[config.mk]
export PLATFORM = sky130hd
export DESIGN_NAME = epoch_seconds_to_calendar_top
export DESIGN_NICKNAME = d
export VERILOG_FILES = /design/src/rtl/ep2cal_pkg.sv /design/src/rtl/ep2cal_sub.sv /design/src/rtl/ep2cal_core.sv /design/src/rtl/epoch_seconds_to_calendar_top.sv
export SDC_FILE = /design/constraint.sdc
export NUM_CORES = 1
export LEC_CHECK = 0
export ABC_CLOCK_PERIOD_IN_PS = 7600
export BUFFER_PORTS_ARGS = -buffer_cell sky130_fd_sc_hd__buf_4
export CAP_MARGIN = 20
export CORE_ASPECT_RATIO = 2
export CORE_MARGIN = 5
export CORE_UTILIZATION = 28
export CTS_CLUSTER_DIAMETER = 200
export DETAILED_ROUTE_END_ITERATION = 10
export PLACE_DENSITY = 0.42
export SLEW_MARGIN = 20
export SYNTH_ARGS = -nofsm -noshare
export SYNTH_HDL_FRONTEND = slang
export SYNTH_SLANG_ARGS = --single-unit
[constraint.sdc]
create_clock -name clock -period 7.6 [get_ports clock]
set_clock_uncertainty 0.05 [all_clocks]
set_input_delay 0 -clock clock [delete_from_list [all_inputs] [get_ports clock]]
set_output_delay 0 -clock clock [all_outputs]
set_load 0.005 [all_outputs]
[src/rtl/ep2cal_pkg.sv]
// Shared types, constants and calendar helper functions for the epoch seconds
// to calendar converter. No dependencies.
`timescale 1ns / 1ps

package ep2cal_pkg;

   localparam int unsigned OpW = 33;

   localparam logic [OpW-1:0] DaySecs  = 33'd86400;
   localparam logic [OpW-1:0] HourSecs = 33'd3600;
   localparam logic [OpW-1:0] MinSecs  = 33'd60;
   localparam logic [OpW-1:0] WeekLen  = 33'd7;
   localparam logic [OpW-1:0] LeapLen  = 33'd366;
   localparam logic [OpW-1:0] YearLen  = 33'd365;

   localparam logic [11:0] EpochYear     = 12'd1970;
   localparam logic [11:0] SkipLeapYear  = 12'd2100;
   localparam logic [3:0]  LastMonth     = 4'd11;
   localparam logic [3:0]  FebMonth      = 4'd1;
   localparam logic [3:0]  DayBitTop     = 4'd15;
   localparam logic [3:0]  HourBitTop    = 4'd4;
   localparam logic [3:0]  MinBitTop     = 4'd5;
   localparam logic [3:0]  WdayBitTop    = 4'd13;
   localparam logic [31:0] EpochWeekday  = 32'd4;

   typedef enum logic [7:0] {
      ST_IDLE  = 8'b0000_0001,
      ST_DAYS  = 8'b0000_0010,
      ST_HOUR  = 8'b0000_0100,
      ST_MIN   = 8'b0000_1000,
      ST_YEAR  = 8'b0001_0000,
      ST_MONTH = 8'b0010_0000,
      ST_WDAY  = 8'b0100_0000,
      ST_DONE  = 8'b1000_0000
   } state_type;

   typedef struct packed {
      logic [OpW-1:0] diff;
      logic           ge;
   } sub_out_type;

   typedef struct packed {
      logic [11:0] year;
      logic [3:0]  month;
      logic [4:0]  day;
      logic [4:0]  hour;
      logic [5:0]  minute;
      logic [5:0]  second;
      logic [2:0]  weekday;
   } cal_type;

   // Between 1970 and 2106 the only century year that is not a leap year is 2100.
   function automatic logic is_leap(input logic [11:0] year);
      return (year[1:0] == 2'b00) && (year != SkipLeapYear);
   endfunction

   function automatic logic [OpW-1:0] month_len(input logic [3:0] mon, input logic leap);
      logic [OpW-1:0] len;
      case (mon)
         4'd1:    len = leap ? 33'd29 : 33'd28;
         4'd3:    len = 33'd30;
         4'd5:    len = 33'd30;
         4'd8:    len = 33'd30;
         4'd10:   len = 33'd30;
         default: len = 33'd31;
      endcase
      return len;
   endfunction

endpackage

[src/rtl/ep2cal_sub.sv]
// Shared compare and subtract unit used by every step of the conversion.
// Depends on ep2cal_pkg.
`timescale 1ns / 1ps

module ep2cal_sub (
   input  logic [ep2cal_pkg::OpW-1:0] op_a,
   input  logic [ep2cal_pkg::OpW-1:0] op_b,
   output ep2cal_pkg::sub_out_type    res
);

   logic [ep2cal_pkg::OpW:0] wide_diff;

   assign wide_diff = {1'b0, op_a} - {1'b0, op_b};
   assign res.diff  = wide_diff[ep2cal_pkg::OpW-1:0];
   assign res.ge    = ~wide_diff[ep2cal_pkg::OpW];

endmodule

[src/rtl/ep2cal_core.sv]
// Sequencer and working registers that drive the shared subtract unit through
// the day, time, year, month and weekday steps. Depends on ep2cal_pkg and ep2cal_sub.
`timescale 1ns / 1ps

module ep2cal_core (
   input  logic                clock,
   input  logic                reset,
   input  logic                start,
   input  logic [31:0]         secs,
   input  logic                load_ok,
   output logic                busy,
   output logic                done,
   output ep2cal_pkg::cal_type result
);

   ep2cal_pkg::state_type state_ff, state_in;
   logic [31:0] acc_ff, acc_in;
   logic [15:0] quo_ff, quo_in;
   logic [3:0]  cnt_ff, cnt_in;
   logic [15:0] days_ff, days_in;
   logic [4:0]  hour_ff, hour_in;
   logic [5:0]  min_ff, min_in;
   logic [5:0]  sec_ff, sec_in;
   logic [11:0] year_ff, year_in;
   logic [3:0]  mon_ff, mon_in;
   logic [4:0]  mday_ff, mday_in;
   logic [2:0]  wday_ff, wday_in;

   logic [ep2cal_pkg::OpW-1:0] op_a, op_b;
   ep2cal_pkg::sub_out_type    sub_res;
   logic [31:0]                acc_step;
   logic [15:0]                quo_step;
   logic                       leap;

   ep2cal_sub u_sub (
      .op_a (op_a),
      .op_b (op_b),
      .res  (sub_res)
   );

   assign leap     = ep2cal_pkg::is_leap(year_ff);
   assign op_a     = {1'b0, acc_ff};
   assign acc_step = sub_res.ge ? sub_res.diff[31:0] : acc_ff;
   assign quo_step = {quo_ff[14:0], sub_res.ge};

   always_comb begin
      case (state_ff)
         ep2cal_pkg::ST_DAYS:  op_b = ep2cal_pkg::DaySecs << cnt_ff;
         ep2cal_pkg::ST_HOUR:  op_b = ep2cal_pkg::HourSecs << cnt_ff;
         ep2cal_pkg::ST_MIN:   op_b = ep2cal_pkg::MinSecs << cnt_ff;
         ep2cal_pkg::ST_YEAR:  op_b = leap ? ep2cal_pkg::LeapLen : ep2cal_pkg::YearLen;
         ep2cal_pkg::ST_MONTH: op_b = ep2cal_pkg::month_len(mon_ff, leap);
         ep2cal_pkg::ST_WDAY:  op_b = ep2cal_pkg::WeekLen << cnt_ff;
         default:              op_b = '0;
      endcase
   end

   always_comb begin
      state_in = state_ff;
      acc_in   = acc_ff;
      quo_in   = quo_ff;
      cnt_in   = cnt_ff;
      days_in  = days_ff;
      hour_in  = hour_ff;
      min_in   = min_ff;
      sec_in   = sec_ff;
      year_in  = year_ff;
      mon_in   = mon_ff;
      mday_in  = mday_ff;
      wday_in  = wday_ff;
      case (state_ff)
         ep2cal_pkg::ST_IDLE: begin
            if (start) begin
               acc_in   = secs;
               quo_in   = '0;
               cnt_in   = ep2cal_pkg::DayBitTop;
               state_in = ep2cal_pkg::ST_DAYS;
            end
         end
         ep2cal_pkg::ST_DAYS: begin
            acc_in = acc_step;
            quo_in = quo_step;
            cnt_in = 4'(cnt_ff - 4'd1);
            if (cnt_ff == 4'd0) begin
               days_in  = quo_step;
               cnt_in   = ep2cal_pkg::HourBitTop;
               state_in = ep2cal_pkg::ST_HOUR;
            end
         end
         ep2cal_pkg::ST_HOUR: begin
            acc_in = acc_step;
            quo_in = quo_step;
            cnt_in = 4'(cnt_ff - 4'd1);
            if (cnt_ff == 4'd0) begin
               hour_in  = quo_step[4:0];
               cnt_in   = ep2cal_pkg::MinBitTop;
               state_in = ep2cal_pkg::ST_MIN;
            end
         end
         ep2cal_pkg::ST_MIN: begin
            acc_in = acc_step;
            quo_in = quo_step;
            cnt_in = 4'(cnt_ff - 4'd1);
            if (cnt_ff == 4'd0) begin
               min_in   = quo_step[5:0];
               sec_in   = acc_step[5:0];
               acc_in   = {16'd0, days_ff};
               year_in  = ep2cal_pkg::EpochYear;
               state_in = ep2cal_pkg::ST_YEAR;
            end
         end
         ep2cal_pkg::ST_YEAR: begin
            if (sub_res.ge) begin
               acc_in  = sub_res.diff[31:0];
               year_in = 12'(year_ff + 12'd1);
            end else begin
               mon_in   = '0;
               state_in = ep2cal_pkg::ST_MONTH;
            end
         end
         ep2cal_pkg::ST_MONTH: begin
            if (sub_res.ge && (mon_ff != ep2cal_pkg::LastMonth)) begin
               acc_in = sub_res.diff[31:0];
               mon_in = 4'(mon_ff + 4'd1);
            end else begin
               mday_in  = 5'(acc_ff[4:0] + 5'd1);
               acc_in   = 32'({16'd0, days_ff} + ep2cal_pkg::EpochWeekday);
               cnt_in   = ep2cal_pkg::WdayBitTop;
               state_in = ep2cal_pkg::ST_WDAY;
            end
         end
         ep2cal_pkg::ST_WDAY: begin
            acc_in = acc_step;
            cnt_in = 4'(cnt_ff - 4'd1);
            if (cnt_ff == 4'd0) begin
               wday_in  = acc_step[2:0];
               state_in = ep2cal_pkg::ST_DONE;
            end
         end
         ep2cal_pkg::ST_DONE: begin
            if (load_ok) begin
               state_in = ep2cal_pkg::ST_IDLE;
            end
         end
         default: begin
            state_in = ep2cal_pkg::ST_IDLE;
         end
      endcase
   end

   always_ff @(posedge clock) begin
      if (reset) begin
         state_ff <= ep2cal_pkg::ST_IDLE;
      end else begin
         state_ff <= state_in;
      end
      acc_ff  <= acc_in;
      quo_ff  <= quo_in;
      cnt_ff  <= cnt_in;
      days_ff <= days_in;
      hour_ff <= hour_in;
      min_ff  <= min_in;
      sec_ff  <= sec_in;
      year_ff <= year_in;
      mon_ff  <= mon_in;
      mday_ff <= mday_in;
      wday_ff <= wday_in;
   end

   assign busy = (state_ff != ep2cal_pkg::ST_IDLE);
   assign done = (state_ff == ep2cal_pkg::ST_DONE);

   assign result.year    = year_ff;
   assign result.month   = 4'(mon_ff + 4'd1);
   assign result.day     = mday_ff;
   assign result.hour    = hour_ff;
   assign result.minute  = min_ff;
   assign result.second  = sec_ff;
   assign result.weekday = wday_ff;

endmodule

[src/rtl/epoch_seconds_to_calendar_top.sv]
// Top level of the epoch seconds to calendar converter: request handshake and
// the result output register. Depends on ep2cal_pkg and ep2cal_core.
//
//   Channel   Direction  Handshake            Payload
//   req_      in         req_valid/req_stall  req_seconds_count
//   rsp_      out        rsp_valid/rsp_stall  rsp_cal_year .. rsp_cal_weekday
//
// One beat passes through the day, hour, minute, year, month and weekday steps, in
// that order, from acceptance to the result register.
// Every step runs through the single shared compare and subtract unit.
// Reset is synchronous and clears the sequencer and the result valid flag.
// A new request is taken while a finished result still waits on rsp_stall.
`timescale 1ns / 1ps

module epoch_seconds_to_calendar_top (
   input  logic        clock,
   input  logic        reset,
   input  logic        req_valid,
   output logic        req_stall,
   input  logic [31:0] req_seconds_count,
   output logic        rsp_valid,
   input  logic        rsp_stall,
   output logic [11:0] rsp_cal_year,
   output logic [3:0]  rsp_cal_month,
   output logic [4:0]  rsp_cal_day,
   output logic [4:0]  rsp_cal_hour,
   output logic [5:0]  rsp_cal_minute,
   output logic [5:0]  rsp_cal_second,
   output logic [2:0]  rsp_cal_weekday
);

   logic                core_busy;
   logic                core_done;
   logic                start;
   logic                load;
   logic                out_free;
   ep2cal_pkg::cal_type core_result;
   ep2cal_pkg::cal_type rsp_data_ff, rsp_data_in;
   logic                rsp_valid_ff, rsp_valid_in;

   assign req_stall = core_busy | reset;
   assign start     = req_valid & ~req_stall;
   assign out_free  = ~rsp_valid_ff | ~rsp_stall;
   assign load      = core_done & out_free;

   ep2cal_core u_core (
      .clock   (clock),
      .reset   (reset),
      .start   (start),
      .secs    (req_seconds_count),
      .load_ok (out_free),
      .busy    (core_busy),
      .done    (core_done),
      .result  (core_result)
   );

   assign rsp_valid_in = load | (rsp_valid_ff & rsp_stall);
   assign rsp_data_in  = load ? core_result : rsp_data_ff;

   always_ff @(posedge clock) begin
      if (reset) begin
         rsp_valid_ff <= 1'b0;
      end else begin
         rsp_valid_ff <= rsp_valid_in;
      end
      rsp_data_ff <= rsp_data_in;
   end

   assign rsp_valid       = rsp_valid_ff;
   assign rsp_cal_year    = rsp_data_ff.year;
   assign rsp_cal_month   = rsp_data_ff.month;
   assign rsp_cal_day     = rsp_data_ff.day;
   assign rsp_cal_hour    = rsp_data_ff.hour;
   assign rsp_cal_minute  = rsp_data_ff.minute;
   assign rsp_cal_second  = rsp_data_ff.second;
   assign rsp_cal_weekday = rsp_data_ff.weekday;

`ifndef NO_ASSERTIONS
   a_busy_after_accept: assert property (@(posedge clock) disable iff (reset)
      start |=> req_stall)
      else $error("request accepted but converter not busy next cycle");

   a_month_range: assert property (@(posedge clock) disable iff (reset)
      rsp_valid |-> (rsp_cal_month >= 4'd1) && (rsp_cal_month <= 4'd12))
      else $error("result month out of range");

   a_day_weekday_range: assert property (@(posedge clock) disable iff (reset)
      rsp_valid |-> (rsp_cal_day >= 5'd1) && (rsp_cal_weekday <= 3'd6))
      else $error("result day or weekday out of range");

   a_year_range: assert property (@(posedge clock) disable iff (reset)
      rsp_valid |-> (rsp_cal_year >= 12'd1970) && (rsp_cal_year <= 12'd2106))
      else $error("result year out of range");
`endif

endmodule
* Word level (Yosys, flattened, before mapping)
Index checks and enable logic that the tools add are counted.
Storage, ports and cells: output and inout port bits 43, bits of input ports 36, logic and storage cells 122, bits in registers 158
Operators by class: muxes and demuxes 31, reductions and logical operators 24, bitwise gates (word level) 11, eq/ne operators 26, shift-type cells 4, add/subtract/negate cells 6
Operators with widths (number):
- $pmux 33 s6 | 1
- $mux 32 | 4
- $pmux 32 s4 | 1
- $pmux 33 s2 | 1
- $mux 8 | 8
- $pmux 8 s8 | 1
- $sub 32x33->34 | 1
- $shl 12x4->33 const A | 1
- $shl 17x4->33 const A | 1
- $shl 3x4->33 const A | 1
- $shl 6x4->33 const A | 1
- $pmux 15 s2 | 1
- $mux 12 | 2
- $mux 4 | 6
- $pmux 12 s2 | 1
- $pmux 4 s5 | 1
- $add 16x3->17 const B | 1
- $mux 15 | 1
- $reduce_and 2->1 | 7
- $add 12x1->12 const B | 1
- $ne 12x12->1 const B | 1
- $ne 2x1->1 const B | 6
- $reduce_and 3->1 | 3
- $eq 4x4->1 const B | 2
- other kinds (33) | 48

* Longest topological paths before layout
depth after elaboration 10, gate-level depth with buffers 22, depth with buffers taken out 19

* Modules after synthesis
From an unflattened synthesis, not the netlist that was laid out.
Unflattened totals: cell total of the unflattened synthesis 1004, area total of the unflattened synthesis 10037.1 um2
By module, submodules not included:
- ep2cal_core | times used 1, cells an instance 658, sequential area each 3403.3 um2, area each 6735.2 um2
- ep2cal_sub | times used 1, cells an instance 297, sequential area each 0.0 um2, area each 2013.2 um2
- epoch_seconds_to_calendar_top | times used 1, cells an instance 49, sequential area each 1251.2 um2, area each 1288.7 um2

* Worst setup path before layout
Ideal clock, no wire load.
path type reg-to-reg, start register u_core.year_ff[7], end register u_core.acc_ff[26] (data pin), path buffers 0, arrival time 3.907 ns, period minus slack after synthesis 4.222 ns, stages on the path, launching flop included 18, slack 3.378 ns, required time 7.286 ns, library setup time 0.264 ns, path through edfxtp_1 > or4b_2 > o31a_1 > nand3_1 > o311ai_0 > nand2_1 > o221ai_1 > ha_1 > fa_1 > nand2b_1 > a21oi_1 > o211a_1 > a21oi_2 > o41ai_2 > nand3_1 > and3_1 > nor2_1 > o21ai_0
Between the ends: longest elaborated chain between the ends 10, elaborated cells between the ends (all ways) 13, those cells by class add/sub: 1; eq/ne: 1; mux: 8; bitwise: 1; reduce/logical: 2
Ends and longest elaborated chain:
- from (decl) | line ep2cal_core.sv:24 | logic [11:0] year_ff, year_in;
- from (signal assigned) | line ep2cal_core.sv:164 | year_ff <= year_in;
- $ne 12x12->1 (*) | line ep2cal_pkg.sv:54 | return (year[1:0] == 2'b00) && (year != SkipLeapYear);
- $logic_and 1x1->1 (*) | line ep2cal_pkg.sv:54
- $mux 1 | line ep2cal_pkg.sv:60 | 4'd1: len = leap ? 33'd29 : 33'd28;
- $pmux 33 s2 | line ep2cal_pkg.sv:59 | case (mon)
- $pmux 33 s6 (*) | line ep2cal_core.sv:47 | case (state_ff)
- $sub 32x33->34 (*) | line ep2cal_sub.sv:13 | assign wide_diff = {1'b0, op_a} - {1'b0, op_b};
- $not 1->1 | line ep2cal_sub.sv:15 | assign res.ge = ~wide_diff[ep2cal_pkg::OpW];
- $logic_and 1x1->1 | line ep2cal_core.sv:122 | if (sub_res.ge && (mon_ff != ep2cal_pkg::LastMonth)) begin
- $mux 32 | line ep2cal_core.sv:122
- $pmux 32 s4 (*) | line ep2cal_core.sv:71 | case (state_ff)
- net u_core.acc_in[26] | line ep2cal_core.sv:17 | logic [31:0] acc_ff, acc_in;
- to (signal assigned) | line ep2cal_core.sv:157 | acc_ff <= acc_in;
- to (decl) | line ep2cal_core.sv:17
The timed path passes the listed nets; every way through them passes the cells marked *. A chain may end at the register's enable or synchronous reset.

==> results.txt <==
The library cell used most frequently in the layout, excluding fill and tap cells, is sky130_fd_sc_hd__edfxtp_1. The via count of the first global-routing pass is 7790. The tools report the full die area as 37080 µm².

The flip-flop cell with the highest count after synthesis is sky130_fd_sc_hd__edfxtp_1. The repair_antennas step left the layout with diodes totalling 0. Across the run, the number of max-cap violations was 0. The run gives 0.8810 as the global placer's final weighted congestion.

The clock reaches the later pin of the worst-skew pair after 450 ps. The run gives 0 as the number of antenna violations at the first check in global routing. Dividing the detail-routed via count by the number of cells gives 5.124. Largest family of logic cells by synthesized area: compound AO/OA/AOI/OAI gates. The clock root buffer is sky130_fd_sc_hd__clkbuf_16. The highest achievable clock rate is 179.9 MHz, and the iteration-0 DRC count of the detailed router is 478. The cell type contributing the most total cell area after synthesis was sky130_fd_sc_hd__edfxtp_1. The post-cts repair resize count was 0; the maximum ir drop on the vdd rail was 0.0001627 V.

Summed over all layers, the global routing overflow is 0. Global-route wire length before repair: 44750 µm. The top cell types in the final layout, fill and taps aside, are 149 x sky130_fd_sc_hd__edfxtp_1, 90 x sky130_fd_sc_hd__nand2_1, 88 x sky130_fd_sc_hd__buf_4.

The run gives 17 as the number of buffers created by CTS. The tools report the final count of hold timing violations as 0. Distinct cell type count after synthesis: 80.

Summing all non-filler instances in the final layout gives an area of 11230 µm². The critical path's largest stage delay was 710 ps. In this run the remaining antenna-violating nets after routing total 0.

In this run, synthesis inferred 149 flip-flops with an integrated enable. STA puts the critical path data arrival time at 5650 ps. The cell family contributing the most delay on the critical path is compound AO/OA/AOI/OAI gates. The run gives 0 as the final-report max-slew violation count.

The required arrival time at the worst endpoint is 7690 ps, and the synthesized-area fraction occupied by ao, oa, aoi and oai cells is 0.1829. The sequential cell area fraction in the yosys report was 0.5019. 79 I/O pins were placed. The layout overhead on the synthesized area was 21.10%; the maximum count of clock buffers along a single path was 2. Clock tree synthesis found a total of 158 sinks. Setup total negative slack on the finished layout was measured at 0 ps. The aggregate global-route resource usage is 0.1588, and the post-placement cell area is 10300 µm². From left edge to right edge, the die measures 138.7 µm.

The period utilization is 0.7316, and the average cell area after synthesis is 10.43 µm². By startpoint and endpoint, the worst setup path is classified as register to register. Core utilization of the finished layout: 0.3423. Die outline height: 267.4 µm. Before CTS, the worst setup slack after placement is 2076 ps.

The count of nets after finishing is 1073. Share of cells above drive strength 1: 0.1490. The run finished with clean final reports. Of all nets on the critical path, the largest fanout is 21.

After detailed routing, the number of remaining DRC violations is 0. The logs give 0.2826 for the starting density of the core and 8 for the number of detailed-routing iterations run before antenna repair. After clock tree synthesis, the clock-pin slew on the worst setup and hold paths is 60 ps. Power spread over the standard cell area amounts to 193.0 nW/µm². Among all stages on the critical path, the largest delay is contributed by sky130_fd_sc_hd__a21oi_4. The number of placed instances, taps included, is 1373.

The post-synthesis share of cell area spent on xor and xnor gates was 0.05100; the area of the placeable core was 32810 µm². The count of buffers inserted at the top-level ports came out at 78. The share of Yosys cell area claimed by the top area cell type works out to 0.4825. Setup slack on the critical path of the routed design comes to 2040 ps. Overall power: 2.167 mW.

The run gives 4.004 nW as the static leakage. For this run, the number of Yosys warnings is 0. The tools report the endpoint type of the worst setup path as a register.

STA classifies the critical path startpoint as a register. The synthesized cell area is 9274 µm². The adder and majority cell fraction of the synthesized area was 0.05747; the worst hold slack across all endpoints was 313.2 ps.

Among the stages of the critical path, the cell type that occurs most often is sky130_fd_sc_hd__a21oi_1. Setup repair after global routing left no endpoint under its margin. The total wirelength of the detailed-routed design is 29430 µm. The layout has 3331 filler cells. After layout, the minimum clock period comes to 5560 ps. Setup violations remaining at the end of the flow were counted as 0.

The post-synthesis async set-or-reset flop share came out at 0. Worst min-delay path class: primary input to register. The multiplexer fraction of the synthesized cell area was 0.009984. By area the synthesized netlist is led by sky130_fd_sc_hd__edfxtp_1 48%, sky130_fd_sc_hd__ha_1 5.5%, sky130_fd_sc_hd__a21oi_1 4.5%.

The signal on the critical path passes through nor3_2, and2_4, nand3_1, o21ai_1, a21oi_1, o22ai_1, nand2b_1, o211ai_1, ha_1, a21oi_1, o21ai_1, nor3_1, a21oi_1, a21oi_2, buf_4, inv_2, a21oi_4, o31a_1. For the pin with the worst max-slew slack, the measured transition is 1093 ps. Entering global routing, the biggest net connects 42 pins.

The worst relative slew slack was 0.2712. The detailed placement HPWL is 22630 µm, and the number of buffers and inverters on the critical path is 2. Excluding fillers, the count of instances in the completed layout stands at 1439.

The post-synthesis share of cell area spent on and, or, nand and nor gates was 0.1665. The total number of H-tree levels was 4; the number of register bits inferred by synthesis was 158. The floorplan has 94 rows. The number of nets produced by synthesis came out at 967. The routed layout has 7374 vias. The routed length per instance came out at 20.45 µm.

In the synthesized netlist, the number of instances is 889. TritonCTS built the clock tree.
synth_stat cells, drive strengths merged, types with 3 or more instances:
cell type,instances
and2,21
nand2,90
and3,13
nor3,12
o21ai,58
inv,22
o31ai,3
a21o,13
o21a,8
mux2i,7
nand4b,3
a21boi,4
nor2,82
xor2,23
nand2b,9
edfxtp,149
nand4,10
a21oi,87
clkbuf,19
a221oi,6
o22ai,4
nor4b,4
a221o,4
o221ai,5
a222oi,9
o211ai,10
and4,3
xnor2,31
nand3,33
a211oi,3
or2,7
a211o,3
dfxtp,9
ha,41
nor2b,12
buf,17
a22oi,14
a31oi,5
o31a,4
power by group:
| group | switching, mW | internal, mW |
|---|---|---|
| Combinational | 0.177 | 0.117 |
| Sequential | 0.0205 | 0.980 |
| Clock | 0.385 | 0.488 |
| Total | 0.582 | 1.59 |
worst reg2reg max path: stages (launching register included):
cell and delay (ps):
sky130_fd_sc_hd__dfxtp_1 370, sky130_fd_sc_hd__nor3_2 260, sky130_fd_sc_hd__and2_4 240, sky130_fd_sc_hd__nand3_1 360, sky130_fd_sc_hd__o21ai_1 300, sky130_fd_sc_hd__a21oi_1 100, sky130_fd_sc_hd__o22ai_1 230, sky130_fd_sc_hd__nand2b_1 200
sky130_fd_sc_hd__o211ai_1 210, sky130_fd_sc_hd__ha_1 460, sky130_fd_sc_hd__a21oi_1 280, sky130_fd_sc_hd__o21ai_1 140, sky130_fd_sc_hd__nor3_1 190, sky130_fd_sc_hd__a21oi_1 220, sky130_fd_sc_hd__a21oi_2 220, sky130_fd_sc_hd__buf_4 250
sky130_fd_sc_hd__inv_2 130, sky130_fd_sc_hd__a21oi_4 710, sky130_fd_sc_hd__o31a_1 350
flip-flops by register name, indices dropped and copies added (netlist names), 6 cells and up:
signal / count
u_core.acc_ff: 32
u_core.days_ff: 16
u_core.quo_ff: 15
rsp_cal_year: 12
u_core.min_ff: 6
rsp_cal_second: 6
rsp_cal_minute: 6
u_core.sec_ff: 6
u_core.state_ff: 8
u_core.year_ff: 12
path summary, 6_finish.rpt:
path                 startpoint           endpoint  slack, ps  cells after the start
max          u_core.state_ff[4]   u_core.cnt_ff[1]       2040                     18
min                       reset          rsp_valid        310                      3
max reg2reg  u_core.state_ff[4]   u_core.cnt_ff[1]       2040                     18
min reg2reg    u_core.min_ff[1]  rsp_cal_minute[1]        370                      0
cell type report:
class / instances / area (µm²) / share of cell area
inverter: 23 / 86.33 / 0.007687
clock inverter: 14 / 157.7 / 0.01404
timing repair buffer: 123 / 1011 / 0.09002
clock buffer: 17 / 425.4 / 0.03788
multi-input combinational: 672 / 4355 / 0.3878
tap: 432 / 540.5 / 0.04813
sequential: 158 / 4654 / 0.4144
routing by layer:
metal | vias up | track usage | wire [µm]
met5 | - | 0 | 0
met2 | 157 | 0.3308 | 17440
met4 | 0 | 0.07438 | 1130
met1 | 3592 | 0.1448 | 10030
li1 | 3569 | - | -
met3 | 56 | 0.02716 | 830
logic make-up after synthesis:
| group | Yosys count |
|---|---|
| adder cells (fa/ha/maj) | 42 |
| AO/OA/AOI/OAI | 259 |
| XOR/XNOR | 54 |
| multiplexers | 9 |
| flip-flops | 158 |
| buffers and inverters | 59 |
| AND/OR/NAND/NOR | 308 |
repair_timing:
item                      CTS  global route
hold endpoints to repair   41             0
buffers inserted            0             0
hold buffers               35             0
(Power assumes the default switching activity.)
